File: config.mk
export PLATFORM = sky130hd
export DESIGN_NAME = tlb_fill_age_replacement_top
export DESIGN_NICKNAME = d
export VERILOG_FILES = /design/src/sv/tfar_pkg.sv /design/src/sv/tfar_ram.sv /design/src/sv/tfar_queue.sv /design/src/sv/tfar_front.sv /design/src/sv/tfar_back.sv /design/src/sv/tlb_fill_age_replacement_top.sv
export VERILOG_INCLUDE_DIRS = /design/src /design/src/sv
export SDC_FILE = /design/constraint.sdc
export NUM_CORES = 1
export LEC_CHECK = 0
export BUFFER_PORTS_ARGS = -buffer_cell sky130_fd_sc_hd__buf_2
export CAP_MARGIN = 10
export CORE_ASPECT_RATIO = 1.75
export CORE_MARGIN = 8
export CORE_UTILIZATION = 40
export DETAILED_ROUTE_END_ITERATION = 6
export PLACE_DENSITY = 0.57
export REMOVE_ABC_BUFFERS = 1
export SYNTH_ARGS = -nofsm -noshare
export SYNTH_HDL_FRONTEND = slang
export SYNTH_HIERARCHICAL = 1
export SYNTH_SLANG_ARGS = --single-unit
File: constraint.sdc
create_clock -name clk -period 21.4 [get_ports clk]
set_clock_uncertainty 0.05 [all_clocks]
set_input_delay 4.28 -clock clk [delete_from_list [all_inputs] [get_ports clk]]
set_output_delay 4.28 -clock clk [all_outputs]
set_load 0.01 [all_outputs]
File: src/sv/tlb_fill_age_replacement_top_assert.svh
// Assertion macros for the TLB fill engine.
`ifndef TLB_FILL_AGE_REPLACEMENT_TOP_ASSERT_SVH
`define TLB_FILL_AGE_REPLACEMENT_TOP_ASSERT_SVH
`ifndef SYNTHESIS
// Condition that must hold at every clock edge outside reset.
`define TFAR_ASSERT_NOW(lbl, cond, msg) \
  lbl: assert property (@(posedge clk) disable iff (!rst_n) (cond)) else $error(msg);
// Consequence that must hold in the cycle after the antecedent.
`define TFAR_ASSERT_NEXT(lbl, ante, cons, msg) \
  lbl: assert property (@(posedge clk) disable iff (!rst_n) (ante) |=> (cons)) else $error(msg);
`else
`define TFAR_ASSERT_NOW(lbl, cond, msg)
`define TFAR_ASSERT_NEXT(lbl, ante, cons, msg)
`endif
`endif

File: src/sv/tfar_pkg.sv
// Shared types and constants of the TLB fill engine.
`default_nettype none
package tfar_pkg;

  // Fixed field widths.
  localparam int IN_W       = 8;
  localparam int OUT_SLOT_W = 4;
  localparam int AGE_W      = 5;

  // Age limits.
  localparam logic [AGE_W-1:0] AGE_MAX = '1;
  localparam logic [AGE_W-1:0] AGE_ONE = AGE_W'(1);

  // Depth of the queue between front and back.
  localparam int QDEPTH = 2;
  localparam int QPW    = $clog2(QDEPTH);

  // One fill request as it travels through the queue.
  typedef struct packed {
    logic [IN_W-1:0] page;
    logic [IN_W-1:0] frame;
  } fill_req_t;

  // One fill result.
  typedef struct packed {
    logic [OUT_SLOT_W-1:0] slot;
    logic                  evict;
    logic [IN_W-1:0]       page;
    logic [IN_W-1:0]       frame;
  } fill_res_t;

  // Queue status seen by both sides.
  typedef struct packed {
    logic full;
    logic empty;
  } q_stat_t;

  // Status of the back end.
  typedef struct packed {
    logic table_full;
    logic writing;
  } back_stat_t;

endpackage
`default_nettype wire

File: src/sv/tfar_ram.sv
// Generic single-port RAM with registered read.
`default_nettype none
module tfar_ram #(
  parameter int WIDTH = 16,
  parameter int DEPTH = 16
) (
  input  wire logic                     clk,
  input  wire logic                     we,
  input  wire logic [$clog2(DEPTH)-1:0] addr,
  input  wire logic [WIDTH-1:0]         wdata,
  output logic      [WIDTH-1:0]         rdata
);

  logic [WIDTH-1:0] mem [DEPTH];

  // Write port and registered read port at the same address.
  always_ff @(posedge clk) begin
    if (we) begin
      mem[addr] <= wdata;
    end
    rdata <= mem[addr];
  end

endmodule
`default_nettype wire

File: src/sv/tfar_queue.sv
// Short request queue that decouples the front end from the back end.
`default_nettype none
module tfar_queue (
  input  wire logic                clk,
  input  wire logic                rst_n,
  input  wire logic                push,
  input  wire tfar_pkg::fill_req_t push_data,
  input  wire logic                pop,
  output tfar_pkg::fill_req_t      head,
  output tfar_pkg::q_stat_t        stat
);
  import tfar_pkg::*;

  fill_req_t      mem_r [QDEPTH];
  logic [QPW-1:0] wr_r;
  logic [QPW-1:0] rd_r;
  logic [QPW:0]   cnt_r;
  logic [QPW:0]   cnt_nxt;

  // Occupancy after this cycle's push and pop.
  always_comb begin
    cnt_nxt = cnt_r;
    if (push && !pop) begin
      cnt_nxt = cnt_r + (QPW+1)'(1);
    end else if (pop && !push) begin
      cnt_nxt = cnt_r - (QPW+1)'(1);
    end
  end

  // Pointers and occupancy.
  always_ff @(posedge clk) begin
    if (!rst_n) begin
      wr_r  <= '0;
      rd_r  <= '0;
      cnt_r <= '0;
    end else begin
      if (push) begin
        wr_r <= wr_r + QPW'(1);
      end
      if (pop) begin
        rd_r <= rd_r + QPW'(1);
      end
      cnt_r <= cnt_nxt;
    end
  end

  // Entry storage.
  always_ff @(posedge clk) begin
    if (push) begin
      mem_r[wr_r] <= push_data;
    end
  end

  assign head       = mem_r[rd_r];
  assign stat.empty = (cnt_r == '0);
  assign stat.full  = (cnt_r == (QPW+1)'(QDEPTH));

endmodule
`default_nettype wire

File: src/sv/tfar_front.sv
// Front end: takes fill transactions and reduces page and frame into range.
`default_nettype none
module tfar_front #(
  parameter int NUMBER_RANGE = 256
) (
  input  wire logic                      start,
  output logic                           busy,
  input  wire logic [tfar_pkg::IN_W-1:0] in_page_number,
  input  wire logic [tfar_pkg::IN_W-1:0] in_frame_number,
  input  wire tfar_pkg::q_stat_t         qs,
  output logic                           push,
  output tfar_pkg::fill_req_t            req
);
  import tfar_pkg::*;

  // Wide enough for the range shifted left by three.
  localparam int RW = $clog2(NUMBER_RANGE) + 5;

  // Modulo by restoring subtraction; exact for 8-bit input if NUMBER_RANGE >= 16.
  function automatic logic [IN_W-1:0] reduce(input logic [IN_W-1:0] v);
    logic [RW-1:0] acc;
    logic [RW-1:0] sub;
    acc = RW'(v);
    for (int k = 3; k >= 0; k--) begin
      sub = RW'(NUMBER_RANGE) << k;
      if (acc >= sub) begin
        acc = acc - sub;
      end
    end
    return acc[IN_W-1:0];
  endfunction

  // A transaction is taken whenever the queue has room.
  assign busy      = qs.full;
  assign push      = start && !qs.full;
  assign req.page  = reduce(in_page_number);
  assign req.frame = reduce(in_frame_number);

endmodule
`default_nettype wire

File: src/sv/tfar_back.sv
// Back end: picks the slot, reads the victim, writes the entry and ages the table.
`default_nettype none
module tfar_back #(
  parameter int SLOTS        = 16,
  parameter int NUMBER_RANGE = 256
) (
  input  wire logic                clk,
  input  wire logic                rst_n,
  input  wire tfar_pkg::q_stat_t   qs,
  input  wire tfar_pkg::fill_req_t head,
  output logic                     pop,
  output logic                     res_strobe,
  output tfar_pkg::fill_res_t      res,
  output tfar_pkg::back_stat_t     bs
);
  import tfar_pkg::*;

  localparam int SW      = $clog2(SLOTS);
  localparam int P2      = 1 << SW;
  localparam int STORE_W = (NUMBER_RANGE >= 256) ? IN_W : $clog2(NUMBER_RANGE);

  typedef enum logic {
    S_IDLE,
    S_WRITE
  } state_t;

  state_t             state_r;
  logic [SLOTS-1:0]   valid_r;
  logic [AGE_W-1:0]   age_r   [SLOTS];
  logic [AGE_W-1:0]   age_nxt [SLOTS];
  logic [SW-1:0]      cnt_r;
  logic [SW-1:0]      slot_r;
  logic               evict_r;
  logic [STORE_W-1:0] page_r;
  logic [STORE_W-1:0] frame_r;
  logic               strobe_r;
  fill_res_t          res_r;

  logic                 full;
  logic [SW-1:0]        pick;
  logic [SW-1:0]        ram_addr;
  logic                 ram_we;
  logic [2*STORE_W-1:0] ram_rdata;
  logic [SW+OUT_SLOT_W-1:0] slot_ext;

  logic [AGE_W-1:0] t_age [SW+1][P2];
  logic [SW-1:0]    t_idx [SW+1][P2];

  assign full = valid_r[SLOTS-1];

  // Oldest-entry tree; the left side wins a tie, so the lowest index is chosen.
  always_comb begin
    for (int l = 0; l <= SW; l++) begin
      for (int j = 0; j < P2; j++) begin
        t_age[l][j] = '0;
        t_idx[l][j] = '0;
      end
    end
    for (int j = 0; j < SLOTS; j++) begin
      t_age[0][j] = age_r[j];
      t_idx[0][j] = SW'(j);
    end
    for (int l = 0; l < SW; l++) begin
      for (int j = 0; j < (P2 >> (l + 1)); j++) begin
        if (t_age[l][2*j+1] > t_age[l][2*j]) begin
          t_age[l+1][j] = t_age[l][2*j+1];
          t_idx[l+1][j] = t_idx[l][2*j+1];
        end else begin
          t_age[l+1][j] = t_age[l][2*j];
          t_idx[l+1][j] = t_idx[l][2*j];
        end
      end
    end
  end

  // Slots fill in order, so the fill count is the lowest free slot.
  assign pick = full ? t_idx[SW][0] : cnt_r;

  // Saturating ageing of valid entries; the written entry restarts at one.
  always_comb begin
    for (int i = 0; i < SLOTS; i++) begin
      if (SW'(i) == slot_r) begin
        age_nxt[i] = AGE_ONE;
      end else if (valid_r[i] && (age_r[i] != AGE_MAX)) begin
        age_nxt[i] = age_r[i] + AGE_W'(1);
      end else begin
        age_nxt[i] = age_r[i];
      end
    end
  end

  // The victim is read in the pick cycle and overwritten in the write cycle.
  assign ram_we   = (state_r == S_WRITE);
  assign ram_addr = (state_r == S_WRITE) ? slot_r : pick;
  assign pop      = (state_r == S_IDLE) && !qs.empty;
  assign slot_ext = {{OUT_SLOT_W{1'b0}}, slot_r};

  tfar_ram #(
    .WIDTH (2*STORE_W),
    .DEPTH (SLOTS)
  ) u_entry_ram (
    .clk   (clk),
    .we    (ram_we),
    .addr  (ram_addr),
    .wdata ({page_r, frame_r}),
    .rdata (ram_rdata)
  );

  // Sequencer, table state and registered result.
  always_ff @(posedge clk) begin
    if (!rst_n) begin
      state_r  <= S_IDLE;
      valid_r  <= '0;
      cnt_r    <= '0;
      strobe_r <= 1'b0;
      for (int i = 0; i < SLOTS; i++) begin
        age_r[i] <= '0;
      end
    end else begin
      strobe_r <= 1'b0;
      unique case (state_r)
        S_IDLE: begin
          if (!qs.empty) begin
            slot_r  <= pick;
            evict_r <= full;
            page_r  <= head.page[STORE_W-1:0];
            frame_r <= head.frame[STORE_W-1:0];
            state_r <= S_WRITE;
          end
        end
        S_WRITE: begin
          valid_r[slot_r] <= 1'b1;
          age_r           <= age_nxt;
          if (!evict_r) begin
            cnt_r <= cnt_r + SW'(1);
          end
          strobe_r    <= 1'b1;
          res_r.slot  <= slot_ext[OUT_SLOT_W-1:0];
          res_r.evict <= evict_r;
          res_r.page  <= evict_r ? IN_W'(ram_rdata[2*STORE_W-1:STORE_W]) : '0;
          res_r.frame <= evict_r ? IN_W'(ram_rdata[STORE_W-1:0]) : '0;
          state_r     <= S_IDLE;
        end
        default: state_r <= S_IDLE;
      endcase
    end
  end

  assign res_strobe    = strobe_r;
  assign res           = res_r;
  assign bs.table_full = full;
  assign bs.writing    = (state_r == S_WRITE);

endmodule
`default_nettype wire

File: src/sv/tlb_fill_age_replacement_top.sv
// Top level of the TLB fill engine with age-based replacement.
`default_nettype none
`include "tlb_fill_age_replacement_top_assert.svh"
// A fill transaction is taken at a clock edge where start is high and busy is low;
// busy rises only when the two-entry request queue is full. Each transaction yields
// exactly one result, shown for one cycle with out_strobe high; the receiver cannot
// stall, so results must be taken as they appear. For each fill the back end first
// chooses the slot through the age compare tree and reads the victim from the
// entry RAM, then writes the new entry and ages the table. The next pick needs the
// ages left by the previous write, so a fill leaves the queue only once the last is
// written, and each result passes the pick and write states. No clearing pass is
// needed after reset: entries are only read once written.
module tlb_fill_age_replacement_top #(
  parameter int SLOTS        = 16,
  parameter int NUMBER_RANGE = 256
) (
  input  wire logic                            clk,
  input  wire logic                            rst_n,
  input  wire logic                            start,
  output logic                                 busy,
  input  wire logic [tfar_pkg::IN_W-1:0]       in_page_number,
  input  wire logic [tfar_pkg::IN_W-1:0]       in_frame_number,
  output logic                                 out_strobe,
  output logic      [tfar_pkg::OUT_SLOT_W-1:0] out_slot_written,
  output logic                                 out_did_evict,
  output logic      [tfar_pkg::IN_W-1:0]       out_evicted_page,
  output logic      [tfar_pkg::IN_W-1:0]       out_evicted_frame
);
  import tfar_pkg::*;

  q_stat_t    qs;
  fill_req_t  req;
  fill_req_t  head;
  logic       push;
  logic       pop;
  fill_res_t  res;
  back_stat_t bs;

  // Front end.
  tfar_front #(
    .NUMBER_RANGE (NUMBER_RANGE)
  ) u_front (
    .start           (start),
    .busy            (busy),
    .in_page_number  (in_page_number),
    .in_frame_number (in_frame_number),
    .qs              (qs),
    .push            (push),
    .req             (req)
  );

  // Request queue.
  tfar_queue u_queue (
    .clk       (clk),
    .rst_n     (rst_n),
    .push      (push),
    .push_data (req),
    .pop       (pop),
    .head      (head),
    .stat      (qs)
  );

  // Back end.
  tfar_back #(
    .SLOTS        (SLOTS),
    .NUMBER_RANGE (NUMBER_RANGE)
  ) u_back (
    .clk        (clk),
    .rst_n      (rst_n),
    .qs         (qs),
    .head       (head),
    .pop        (pop),
    .res_strobe (out_strobe),
    .res        (res),
    .bs         (bs)
  );

  assign out_slot_written  = res.slot;
  assign out_did_evict     = res.evict;
  assign out_evicted_page  = res.page;
  assign out_evicted_frame = res.frame;

  // Checks on the sequencing of the back end.
  `TFAR_ASSERT_NEXT(a_strobe_spacing, out_strobe, !out_strobe, "results closer than two cycles")
  `TFAR_ASSERT_NOW(a_strobe_after_write, !out_strobe || $past(bs.writing), "result without write")
  `TFAR_ASSERT_NOW(a_evict_when_full, !(out_strobe && out_did_evict) || bs.table_full, "early eviction")
  `TFAR_ASSERT_NEXT(a_full_sticks, bs.table_full, bs.table_full, "table lost an entry")

endmodule
`default_nettype wire
# [Word level (Yosys, flattened, before mapping)]
# Memories as Yosys holds them, arrays and structs flattened. A register that Yosys moved wholly into a read port is not among the register bits.
# Index checks and enable logic that the tools add are counted.
[totals] in_bits=19 mem_count=2 register_bits=132 wordCells=241 out_inout_bits=23 ramBits=288
[classes] reduce_logical=63 bitwise_logic=4 magnitude_cmp=17 n_addsub=21 n_eq_ne=32 n_mux=73
[mem_list] name="u_back.u_entry_ram.mem" depth=16 width=16 rd=1 rd_clocked_by_memory_dff=1 wr=1 line_no="tfar_ram.sv:14" source="logic [WIDTH-1:0] mem [DEPTH];"
[mem_list] name="u_queue.mem_r" depth=2 width=16 rd=1 rd_clocked_by_memory_dff=1 wr=1 line_no="tfar_queue.sv:14" source="fill_req_t mem_r [QDEPTH];"
[ops] operator="$mux W5" n=46
[ops] operator="$add A5 B1 Y5 const B" n=16
[ops] operator="$ne A5 B5 Y1 const B" n=16
[ops] operator="$gt A5 B5 Y1" n=15
[ops] operator="$reduce_and A2 Y1" n=18
[ops] operator="$reduce_bool A2 Y1" n=17
[ops] operator="$eq A4 B4 Y1 const A" n=8
[ops] operator="$logic_and A1 B1 Y1" n=21
[ops] operator="$mux W4" n=5
[ops] operator="$eq A3 B4 Y1 const A" n=4
[ops] operator="$or A16 B16 Y16" n=1
[ops] operator="$mux W1" n=14
[ops] operator="$mux W2" n=5
[ops] operator="$eq A2 B4 Y1 const A" n=2
[ops] operator="$lt A4 B5 Y1 const B" n=1
[ops] operator="$add A4 B1 Y4 const B" n=1
[ops] operator="$demux W1 S4" n=1
[ops] operator="$eq A1 B4 Y1 const A" n=1
[ops] operator="$ge A4 B1 Y1 const B" n=1
[ops] operator="$logic_not A1 Y1" n=4
[ops] operator="$logic_not A4 Y1" n=1
[ops] operator="$mux W3" n=1
[ops] operator="$not A1 Y1" n=3
[ops] operator="$reduce_and A3 Y1" n=1
[ops] operator="6 further kinds" n=7

# [Longest topological paths before layout]
# Gate-level depths: netlist of the first run.
[depth] depth_word=10 mapped_depth=31 depth_no_buf=29

# [By module]
# Netlist of the first run, hierarchy kept.
[by_module_without_submodules] module="tfar_ram" n_inst=1 cells_per_inst=434 seq_area_each_um2=8007.7 area_each_um2=10090.9
[by_module_without_submodules] module="tfar_back" n_inst=1 cells_per_inst=931 seq_area_each_um2=3303.2 area_each_um2=9057.4
[by_module_without_submodules] module="tfar_queue" n_inst=1 cells_per_inst=72 seq_area_each_um2=1061.0 area_each_um2=1372.6
[by_module_without_submodules] module="tfar_front" n_inst=1 cells_per_inst=18 seq_area_each_um2=0.0 area_each_um2=141.4

# [Least setup slack after synthesis of the first run]
# No wires, ideal clock.
[synth_path] kind="register -> register" from="register u_back/age_r[17] (netlist name)" to="memory u_back.u_entry_ram.mem[0][0] (enable)" path_slack_ps=13594 required_ps=20941 setup_time_ps=409 period_less_slack_ps=7806 stages_incl_launch_ff=27 arrival_ps=7347 path_buffers=0 cell_sequence="dfxtp_1 > inv_1 > ha_1 > a21oi_1 > nor2_2 > o32ai_4 > mux2i_1 > ha_1 > a21oi_2 > a21boi_2 > o32ai_4 > mux2i_1 > ha_1 > a21o_1 > a21o_1 > a211o_2 > nand2_1 > mux2_2 > ha_1 > a21o_1 > a21o_1 > a211o_2 > nand4_1 > a31oi_1 > mux2_2 > or3b_2 > nor3_1"
[synth_via] elab_chain_cells=10 elab_cells_between_ends=13 cone_classes="order compare: 4; mux: 9"
[synth_lines] item="from (decl)" line_no="tfar_back.sv:29" source="logic [AGE_W-1:0] age_r [SLOTS];"
[synth_lines] item="from (signal assigned)" line_no="tfar_back.sv:133" source="age_r <= age_nxt;"
[synth_lines] item="$gt A5 B5 Y1" line_no="tfar_back.sv:65" source="if (t_age[l][2*j+1] > t_age[l][2*j]) begin"
[synth_lines] item="$mux W5 (*)" line_no="tfar_back.sv:65"
[synth_lines] item="$gt A5 B5 Y1" line_no="tfar_back.sv:65"
[synth_lines] item="$mux W5 (*)" line_no="tfar_back.sv:65"
[synth_lines] item="$gt A5 B5 Y1" line_no="tfar_back.sv:65"
[synth_lines] item="$mux W5" line_no="tfar_back.sv:65"
[synth_lines] item="$gt A5 B5 Y1" line_no="tfar_back.sv:65"
[synth_lines] item="$mux W4 (*)" line_no="tfar_back.sv:65"
[synth_lines] item="$mux W4 (*)" line_no="tfar_back.sv:77" source="assign pick = full ? t_idx[SW][0] : cnt_r;"
[synth_lines] item="net u_back.pick[2]" line_no="tfar_back.sv:40" source="logic [SW-1:0] pick;"
[synth_lines] item="$mux W4 (*)" line_no="tfar_back.sv:94" source="assign ram_addr = (state_r == S_WRITE) ? slot_r : pick;"
[synth_lines] item="net u_back.ram_addr[2]" line_no="tfar_back.sv:41" source="logic [SW-1:0] ram_addr;"
[synth_lines] item="to (decl)" line_no="tfar_ram.sv:14"
# The timed path passes the listed nets; every way through them passes the cells marked *.

# [Worst setup path in the final report of the first run]
[layout_path] from="register u_back/age_r[27] (netlist name)" to="memory u_back.u_entry_ram.mem[3][10] (enable)"
[layout_via] elab_chain_cells=10 elab_cells_between_ends=13 cone_classes="order compare: 4; mux: 9"
[layout_lines] item="$gt A5 B5 Y1" line_no="tfar_back.sv:65"
[layout_lines] item="$mux W5" line_no="tfar_back.sv:65"
[layout_lines] item="$gt A5 B5 Y1" line_no="tfar_back.sv:65"
[layout_lines] item="$mux W5" line_no="tfar_back.sv:65"
[layout_lines] item="$gt A5 B5 Y1" line_no="tfar_back.sv:65"
[layout_lines] item="$mux W5" line_no="tfar_back.sv:65"
[layout_lines] item="$gt A5 B5 Y1" line_no="tfar_back.sv:65"
[layout_lines] item="$mux W4 (*)" line_no="tfar_back.sv:65"
[layout_lines] item="$mux W4 (*)" line_no="tfar_back.sv:77"
[layout_lines] item="$mux W4 (*)" line_no="tfar_back.sv:94"
[layout_lines] item="net u_back.ram_addr[0]" line_no="tfar_back.sv:41"
# Marked as above.

==> key figures, run 1 <==
Status
  • Status: finished, final reports clean

Global routing
  • Maximum number of pins on one net before global-route repair: 72
  • Antenna violations before repair: 1
  • Busiest layer in global routing: met2
  • GRT Util Overall: 15.3%
  • Vias in the first global route: 12,400
  • First-pass GRT wire length: 70.4 mm
  • Global-route congestion overflow total: 0
  • Met1 GRT Util: 15.7%
  • Met3 Use GR: 2.16%
  • GR Util met2: 30.9%

Placed design
  • GPL Wtd Cong: 0.817
  • Buffers on Ports: 41
  • Final HPWL DP: 31.3 mm
  • Cells after DPL: 2,125

CTS
  • Longest Clk Path Bufs: 3
  • CTS sink count: 453
  • Worst skew pair latency: 0.56 ns
  • Setup Buffers After CTS: 0
  • Clock transition at the registers of the reported paths: 0.06 ns
  • CTS tree: done
  • # resized after CTS: 0
  • CTS root buffer: clkbuf_16
  • CTS H-tree lvls: 2
  • Num CTS Buffers: 44
  • Post-CTS Hold Fix Bufs: 0

Synth
  • Mean post-synth cell area: 14.2 um^2
  • Syn Inst Count: 1,453
  • Synthesized cell area: 0.0206 mm^2
  • Synth warn: 6

Timing
  • Fin. Hold Viols: 0
  • Count of final max-slew check failures: 0
  • Final setup vio count: 0
  • Setup TNS: 0 ns
  • Part of the cycle the worst path needs: 43.2%
  • Worst Max-Slew Pin Slew: 1.17 ns
  • Relative slew slack: 22.2%
  • RSZ-0062 raised after global routing: false
  • Fmax: 108 MHz
  • Post-layout min period: 9.25 ns

Floorplan
  • Die Width: 188 um
  • Ports: 42
  • Row count: 110
  • Core ar.: 0.0512 mm^2
  • Die Ht: 317 um
  • Die Area: 0.0594 mm^2
  • Initial Utilization: 40.3%

Power and ir drop
  • PD cells: 98.3 mW/mm^2
  • Power share of the sequential group: 49.3%
  • Leak pwr: 8.42 nW
  • Worst vdd ir: 51.0 uV
  • Power share of the combinational group: 17.7%
  • Net Sw Power: 614 uW
  • Int Pwr: 1.64 mW
  • Clk network pwr share: 33.0%
  • Sw frac: 27.3%

Hold path
  • Hold Crit Endpoint: u_back/valid_r[11]
  • Worst Hold Class: reg -> reg
  • Hold Crit Start: u_back/valid_r[11]
  • Hold Crit Depth: 2

Job
  • Max Cap Viol: 0

Finish
  • Final core utilization: 44.7%
  • N_diodes: 0
  • Fillers: 4,633
  • Final layout net count: 1,627
  • Most frequent cells in the layout: edfxtp_1, dfxtp_1, ha_1
  • Area delta synth->final: 10.9%
  • Final std cells w/o fill: 2,207
  • Layout cells sized above 1: 17.0%
  • Commonest non-fill, non-tap cell in the layout: edfxtp_1

Detailed routing
  • DR vias: 11,700
  • Antenna viol nets, final: 0
  • Vias/cell: 5.29
  • Initial drt markers: 596
  • Final WL: 45.4 mm
  • Number of remaining DRC errors: 0
  • Routed WL per cell: 20.6 um
  • TritonRoute pass-1 iters: 5

Critical path
  • Critical Path Start: u_back/age_r[27]
  • Crit Path Category: reg -> reg
  • Crit path max fanout: 39
  • Worst reg2reg endpoint: u_back/u_entry_ram/mem[3][10]
  • Crit path DAT: 9.36 ns
  • Setup crit start kind: flip-flop
  • Worst Path Required: 21.52 ns
  • R2r startpoint: u_back/age_r[27]
  • Critical path's slowest cell: nor2_2
  • CP max stage delay: 0.92 ns
  • R2R Setup Slk: 12.15 ns
  • CP endpoint kind: flip-flop
  • Reg2Reg Depth: 30
-- registers in the layout, summed over array words and instances (netlist names), named ones only --
register and count:
u_back/age_r 80, u_back/cnt_r 4, u_back/evict_r 1, u_back/frame_r 8, u_back/page_r 8, u_back/ram_we 1, u_back/res 21, u_back/res_strobe 1
u_back/slot_r 4, u_back/u_entry_ram/mem 256, u_back/u_entry_ram/rdata 16, u_back/valid_r 16, u_queue/cnt_r 2, u_queue/mem_r 32, u_queue/rd_r 1, u_queue/wr_r 1
-- metal layers --
metal	part of all wire (%)	wire length (um)
met2	57	25800
met5	0.029	13
met1	37	16900
met4	2.8	1270
met3	3.0	1370
-- power groups by stage --
stage / combinational [mW] / clock [mW] / sequential (mW)
floorplan: 0.301 / 0 / 1.10
CTS: 0.411 / 0.766 / 1.11
global route: 0.430 / 0.796 / 1.12
detailed placement: 0.410 / 0 / 1.13
finish: 0.399 / 0.742 / 1.11
global placement: 0.406 / 0 / 1.13
-- layout make-up --
| type | instances | area [um^2] | area share (%) |
|---|---|---|---|
| clock buffer | 69 | 1240 | 5.43 |
| clock inverter | 13 | 124 | 0.541 |
| inverter | 94 | 353 | 1.54 |
| multi-input combinational | 847 | 7620 | 33.3 |
| sequential | 453 | 12400 | 54.0 |
| tap | 672 | 841 | 3.67 |
| timing repair buffer | 59 | 340 | 1.49 |
-- worst max-delay path, delay by kind of cell, from the launching register on --
kind                       cells  cell delay, ns
AOI/OAI and AO/OA             15            3.25
and+or+nand+nor                3            1.42
buffers and inverters          5            1.45
muxes                          3            1.05
adders and majority gates      4            1.22
DFF                            1            0.37
-- how the worst max path moves through the flow --
stage | to | slack (ns) | cells past startpoint
after floorplan | u_back/u_entry_ram/mem[0][0] | 7.49 | 25
after global placement | u_back/u_entry_ram/mem[7][10] | 12.23 | 30
after detailed placement | u_back/u_entry_ram/mem[7][6] | 12.05 | 30
after CTS | u_back/u_entry_ram/mem[7][1] | 12.02 | 30
after global routing | u_back/u_entry_ram/mem[3][10] | 11.50 | 30
final | u_back/u_entry_ram/mem[3][10] | 12.15 | 30
-- metrics by stage --
step | hold slack (ns) | setup slack [ns] | total power [mW] | area (um^2)
after floorplan | 0.406 | 7.49 | 1.40 | 20300
after global placement | 0.425 | 12.23 | 1.53 | 21500
after detailed placement | 0.435 | 12.05 | 1.54 | 21500
after CTS | 0.450 | 12.02 | 2.29 | 22900
after global routing | 0.474 | 11.50 | 2.35 | 22900
final | 0.443 | 12.15 | 2.25 | 22900
(Power assumes the default switching activity.)
==> inputs of run 2 (changes only) <==
Clock period 21.4 ns to 9.6 ns, I/O delays scaled along.
==> run 2 against run 1 <==
Compared with the run above: global-route usage rose by 0.36 points; fmax rose by 11%; wire length rose by 1.7%; worst setup slack got worse by 11 ns; largest cell class unchanged.
==> key figures, run 2 (synthesis gave the netlist of run 1 again) <==
Status
  • Status: finished, final reports clean

Critical path
  • CP max stage delay: 0.68 ns
  • CP endpoint kind: flip-flop
  • Crit Path Category: reg -> reg
  • Crit path max fanout: 9
  • Crit path DAT: 8.53 ns
  • Setup crit start kind: flip-flop
  • Critical path's slowest cell: nor3_2
  • Cell family with most CP delay: compound AO/OA/AOI/OAI gates
  • CP Buf/Inv Count: 4
  • Worst Path Required: 9.79 ns

Timing
  • Post-layout min period: 8.34 ns
  • Final setup vio count: 0
  • Fmax: 120 MHz
  • Relative slew slack: 20.2%
  • Worst Max-Slew Pin Slew: 1.19 ns
  • Setup TNS: 0 ns
  • Hold_ws: 0.446 ns
  • Count of final max-slew check failures: 0
  • Final worst slack: 1.26 ns
  • Fin. Hold Viols: 0
  • RSZ-0062 raised after global routing: false
  • Part of the cycle the worst path needs: 86.9%

Detailed routing
  • TritonRoute pass-1 iters: 4
  • Initial drt markers: 560
  • Routed WL per cell: 20.9 um
  • Vias/cell: 5.36
  • Final WL: 46.2 mm
  • Antenna viol nets, final: 0
  • DR vias: 11,800
  • Number of remaining DRC errors: 0

Power and ir drop
  • Net Sw Power: 1.37 mW
  • Clk network pwr share: 33.7%
  • Sw frac: 27.1%
  • Leak pwr: 8.48 nW
  • Power share of the sequential group: 48.8%
  • Worst vdd ir: 142 uV
  • PD cells: 221 mW/mm^2
  • Int Pwr: 3.70 mW
  • Power share of the combinational group: 17.5%

Floorplan
  • Ports: 42
  • Die Width: 188 um
  • Row count: 110
  • Core ar.: 0.0512 mm^2
  • Die Area: 0.0594 mm^2
  • Initial Utilization: 40.3%
  • Die Ht: 317 um

CTS
  • CTS root buffer: clkbuf_16
  • CTS sink count: 453
  • Clock transition at the registers of the reported paths: 0.06 ns
  • Longest Clk Path Bufs: 3
  • Setup Buffers After CTS: 0
  • CTS H-tree lvls: 2
  • Num CTS Buffers: 44
  • CTS tree: done
  • Post-CTS Hold Fix Bufs: 0
  • # resized after CTS: 0
  • Worst skew pair latency: 0.55 ns

Finish
  • N_diodes: 0
  • Top reg by flops: u_back/u_entry_ram/mem
  • Design area: 0.0230 mm^2
  • Largest regs: u_back/u_entry_ram/mem (256), u_back/age_r (80), u_queue/mem_r (32)
  • Max reg flops: 256
  • Area occupied by multi-input gates: 0.00762 mm^2
  • Layout cells sized above 1: 17.7%
  • Area delta synth->final: 11.3%
  • Register area: 0.0124 mm^2
  • Final layout net count: 1,632
  • Most frequent cells in the layout: edfxtp_1, dfxtp_1, ha_1
  • Commonest non-fill, non-tap cell in the layout: edfxtp_1
  • Fillers: 4,623

Job
  • Max Cap Viol: 0

Placed design
  • Placed inst area: 0.0216 mm^2
  • GPL Wtd Cong: 0.853
  • Final HPWL DP: 32.0 mm
  • Dpl ws: 1.37 ns
  • Buffers on Ports: 41

Global routing
  • Global-route congestion overflow total: 0
  • Vias in the first global route: 12,700
  • Antenna violations before repair: 1
  • GRT Util Overall: 15.6%
  • Maximum number of pins on one net before global-route repair: 69
  • First-pass GRT wire length: 72.2 mm

Hold path
  • Worst Hold Class: reg -> reg
## run 2: layout make-up
class | instances | share of cell area, %
clock inverter | 18 | 0.811
timing repair buffer | 64 | 1.64
sequential | 453 | 53.8
clock buffer | 63 | 5.37
inverter | 94 | 1.54
multi-input combinational | 847 | 33.2
tap | 672 | 3.66
## run 2: layer usage
layer  track usage, %  part of all wire (%)  wire, um  vias up
met5                0                 0.032        15        -
met4             6.75                   3.9      1820        2
met3             2.04                   2.9      1340       94
met2             31.2                    56     25900      188
met1             15.9                    37     17100     5990
li1                 -                     -         -     5575
## run 2: path summary, 6_finish.rpt
check / from / to / slack [ns] / depth (start not counted)
max: u_back/age_r[27] / u_back/u_entry_ram/mem[0][5] / 1.26 / 29
min: u_back/valid_r[11] / u_back/valid_r[11] / 0.45 / 2
max reg2reg: u_back/age_r[27] / u_back/u_entry_ram/mem[0][5] / 1.26 / 29
min reg2reg: u_back/valid_r[11] / u_back/valid_r[11] / 0.45 / 2
## run 2: tightest hold or removal path, cell delays in order (launching register included)
cell and delay [ns]:
dfxtp_1 0.30, inv_1 0.08, a21boi_0 0.08
## run 2: power groups by stage
stage / clock network, mW / registers (mW) / logic, mW
floorplan: 0 / 2.46 / 0.671
global placement: 0 / 2.52 / 0.902
detailed placement: 0 / 2.53 / 0.907
CTS: 1.76 / 2.48 / 0.910
global route: 1.83 / 2.50 / 0.960
finish: 1.71 / 2.48 / 0.888
## run 2: per-stage QoR
stage	utilization (%)	power, mW	cells
2_1_floorplan	-	3.13	1394
3_3_place_gp	42.1	3.42	2130
3_5_place_dp	42.1	3.43	2130
4_1_cts	44.9	5.16	2211
5_1_grt	44.9	5.28	2211
6_report	44.9	5.08	2211
==> inputs of run 3 (changes only) <==
Settings changed: SKIP_LAST_GASP set to 1.
Clock period 9.6 ns to 10.1 ns, I/O delays scaled along.
==> run 3 against run 2 <==
Compared with the run above: via count increased by 0.29%; register-to-register slack improved by 0.15 ns; sequential share of layout area grew 0.12 points; utilization is 0.10 points lower; critical path type unchanged; critical endpoint is now u_back/u_entry_ram/mem[7][14].
==> key figures, run 3 (synthesis gave the netlist of run 1 again) <==
Finish
  • Most frequent cells in the layout: edfxtp_1, dfxtp_1, ha_1
  • Layout cells sized above 1: 17.2%
  • Max reg flops: 256
  • Area delta synth->final: 11.1%
  • N_diodes: 0
  • Top reg by flops: u_back/u_entry_ram/mem
  • Largest regs: u_back/u_entry_ram/mem (256), u_back/age_r (80), u_queue/mem_r (32)
  • Final layout net count: 1,627
  • Area occupied by multi-input gates: 0.00762 mm^2
  • Fillers: 4,650
  • Register area: 0.0124 mm^2
  • Commonest non-fill, non-tap cell in the layout: edfxtp_1
  • Design area: 0.0229 mm^2

CTS
  • CTS H-tree lvls: 2
  • CTS tree: done
  • CTS sink count: 453
  • Clock transition at the registers of the reported paths: 0.06 ns
  • CTS root buffer: clkbuf_16
  • Longest Clk Path Bufs: 3
  • Setup Buffers After CTS: 0
  • Post-CTS Hold Fix Bufs: 0
  • Num CTS Buffers: 44
  • Worst skew pair latency: 0.55 ns
  • # resized after CTS: 0

Detailed routing
  • Initial drt markers: 547
  • TritonRoute pass-1 iters: 6
  • DR vias: 11,900
  • Routed WL per cell: 20.9 um
  • Final WL: 46.2 mm
  • Vias/cell: 5.39
  • Antenna viol nets, final: 0
  • Number of remaining DRC errors: 0

Timing
  • Worst Max-Slew Pin Slew: 1.26 ns
  • Count of final max-slew check failures: 0
  • Final setup vio count: 0
  • Relative slew slack: 16.0%
  • Part of the cycle the worst path needs: 86.0%
  • RSZ-0062 raised after global routing: false
  • Fin. Hold Viols: 0
  • Post-layout min period: 8.68 ns
  • Fmax: 115 MHz

Placed design
  • Placed inst area: 0.0215 mm^2
  • Final HPWL DP: 32.0 mm
  • Buffers on Ports: 41
  • GPL Wtd Cong: 0.857

Critical path
  • Reg2Reg Depth: 28
  • Crit path max fanout: 71
  • Crit Path Category: reg -> reg
  • CP Buf/Inv Count: 3
  • R2R Setup Slk: 1.42 ns
  • Setup crit end: u_back/u_entry_ram/mem[7][14]
  • Crit path DAT: 8.79 ns
  • CP max stage delay: 0.95 ns
  • Worst Path Required: 10.20 ns
  • Critical path's slowest cell: nor2_2
  • CP endpoint kind: flip-flop
  • Cell family with most CP delay: compound AO/OA/AOI/OAI gates
  • Worst reg2reg endpoint: u_back/u_entry_ram/mem[7][14]
  • R2r startpoint: u_back/age_r[22]
  • Critical Path Start: u_back/age_r[22]
  • Worst path depth: 28
  • Setup crit start kind: flip-flop

Power and ir drop
  • Worst vdd ir: 122 uV
  • Total power: 4.82 mW
  • PD cells: 210 mW/mm^2
  • Leak pwr: 8.44 nW

Floorplan
  • Row count: 110
  • Initial Utilization: 40.3%
  • Ports: 42
  • Die Area: 0.0594 mm^2
  • Die Ht: 317 um
  • Core ar.: 0.0512 mm^2
  • Die Width: 188 um

Global routing
  • Vias in the first global route: 12,700
  • GRT Util Overall: 15.5%
  • Global-route congestion overflow total: 0
  • Maximum number of pins on one net before global-route repair: 72
  • First-pass GRT wire length: 71.3 mm
  • Antenna violations before repair: 1

Status
  • Status: finished, final reports clean

Hold path
  • Worst Hold Class: reg -> reg

Job
  • Max Cap Viol: 0
==> run 3: changes by cell type in the layout (fill, tap and decap cells not counted), sizes merged <==
cell	delta
inv	+1
clkinv	+1
clkbuf	-5
bufinv	+1
buf	-5
==> run 3: layout make-up <==
class	instances	share of cell area [%]
Sequential cell	453	53.9
Multi-Input combinational cell	847	33.2
Clock buffer	58	5.12
Tap cell	672	3.67
Timing Repair Buffer	59	1.54
Inverter	94	1.54
Clock inverter	21	0.960
==> run 3: stage by stage <==
| step | std cells | TNS [ns] | setup slack (ns) | utilization (%) | hold WS (ns) |
|---|---|---|---|---|---|
| after detailed placement | 2125 | 0 | 1.49 | 42.1 | 0.427 |
| final | 2204 | 0 | 1.42 | 44.8 | 0.441 |
| after global placement | 2125 | 0 | 1.72 | 42.1 | 0.421 |
| after floorplan | 1394 | -842.92 | -3.81 | - | 0.406 |
| after global routing | 2204 | 0 | 0.986 | 44.8 | 0.465 |
| after CTS | 2204 | 0 | 1.44 | 44.8 | 0.445 |
==> run 3: layer usage <==
layer  track usage, %  up-vias  routed length (um)
li1                 -     5562                   -
met1             15.7     6022               16900
met2             31.0      208               26000
met3             1.96       89                1360
met4             6.79        2                1850
met5                0        -                  13
==> run 3: worst min-delay path by stage <==
stage,from,slack [ns],cells past startpoint,to
floorplan,u_back/valid_r[11],0.41,2,u_back/valid_r[11]
finish,u_back/valid_r[14],0.44,2,u_back/valid_r[14]
global route,u_back/valid_r[1],0.47,2,u_back/valid_r[1]
CTS,u_back/valid_r[1],0.44,2,u_back/valid_r[1]
global placement,u_back/valid_r[14],0.42,2,u_back/valid_r[14]
detailed placement,u_back/valid_r[14],0.43,2,u_back/valid_r[14]
==> run 3: power breakdown <==
part | internal (mW) | switching (mW)
sequential | 2.22 | 0.133
clock | 0.924 | 0.694
combinational | 0.367 | 0.480
total | 3.51 | 1.31
==> run 3: worst reg2reg max path: cells and delay by family (launching register included) <==
family	cells	cell delay, ns
AOI/OAI and AO/OA	15	3.36
and+or+nand+nor	3	1.48
adders and majority gates	4	1.22
DFF	1	0.46
muxes	3	1.10
buffers and inverters	3	0.62
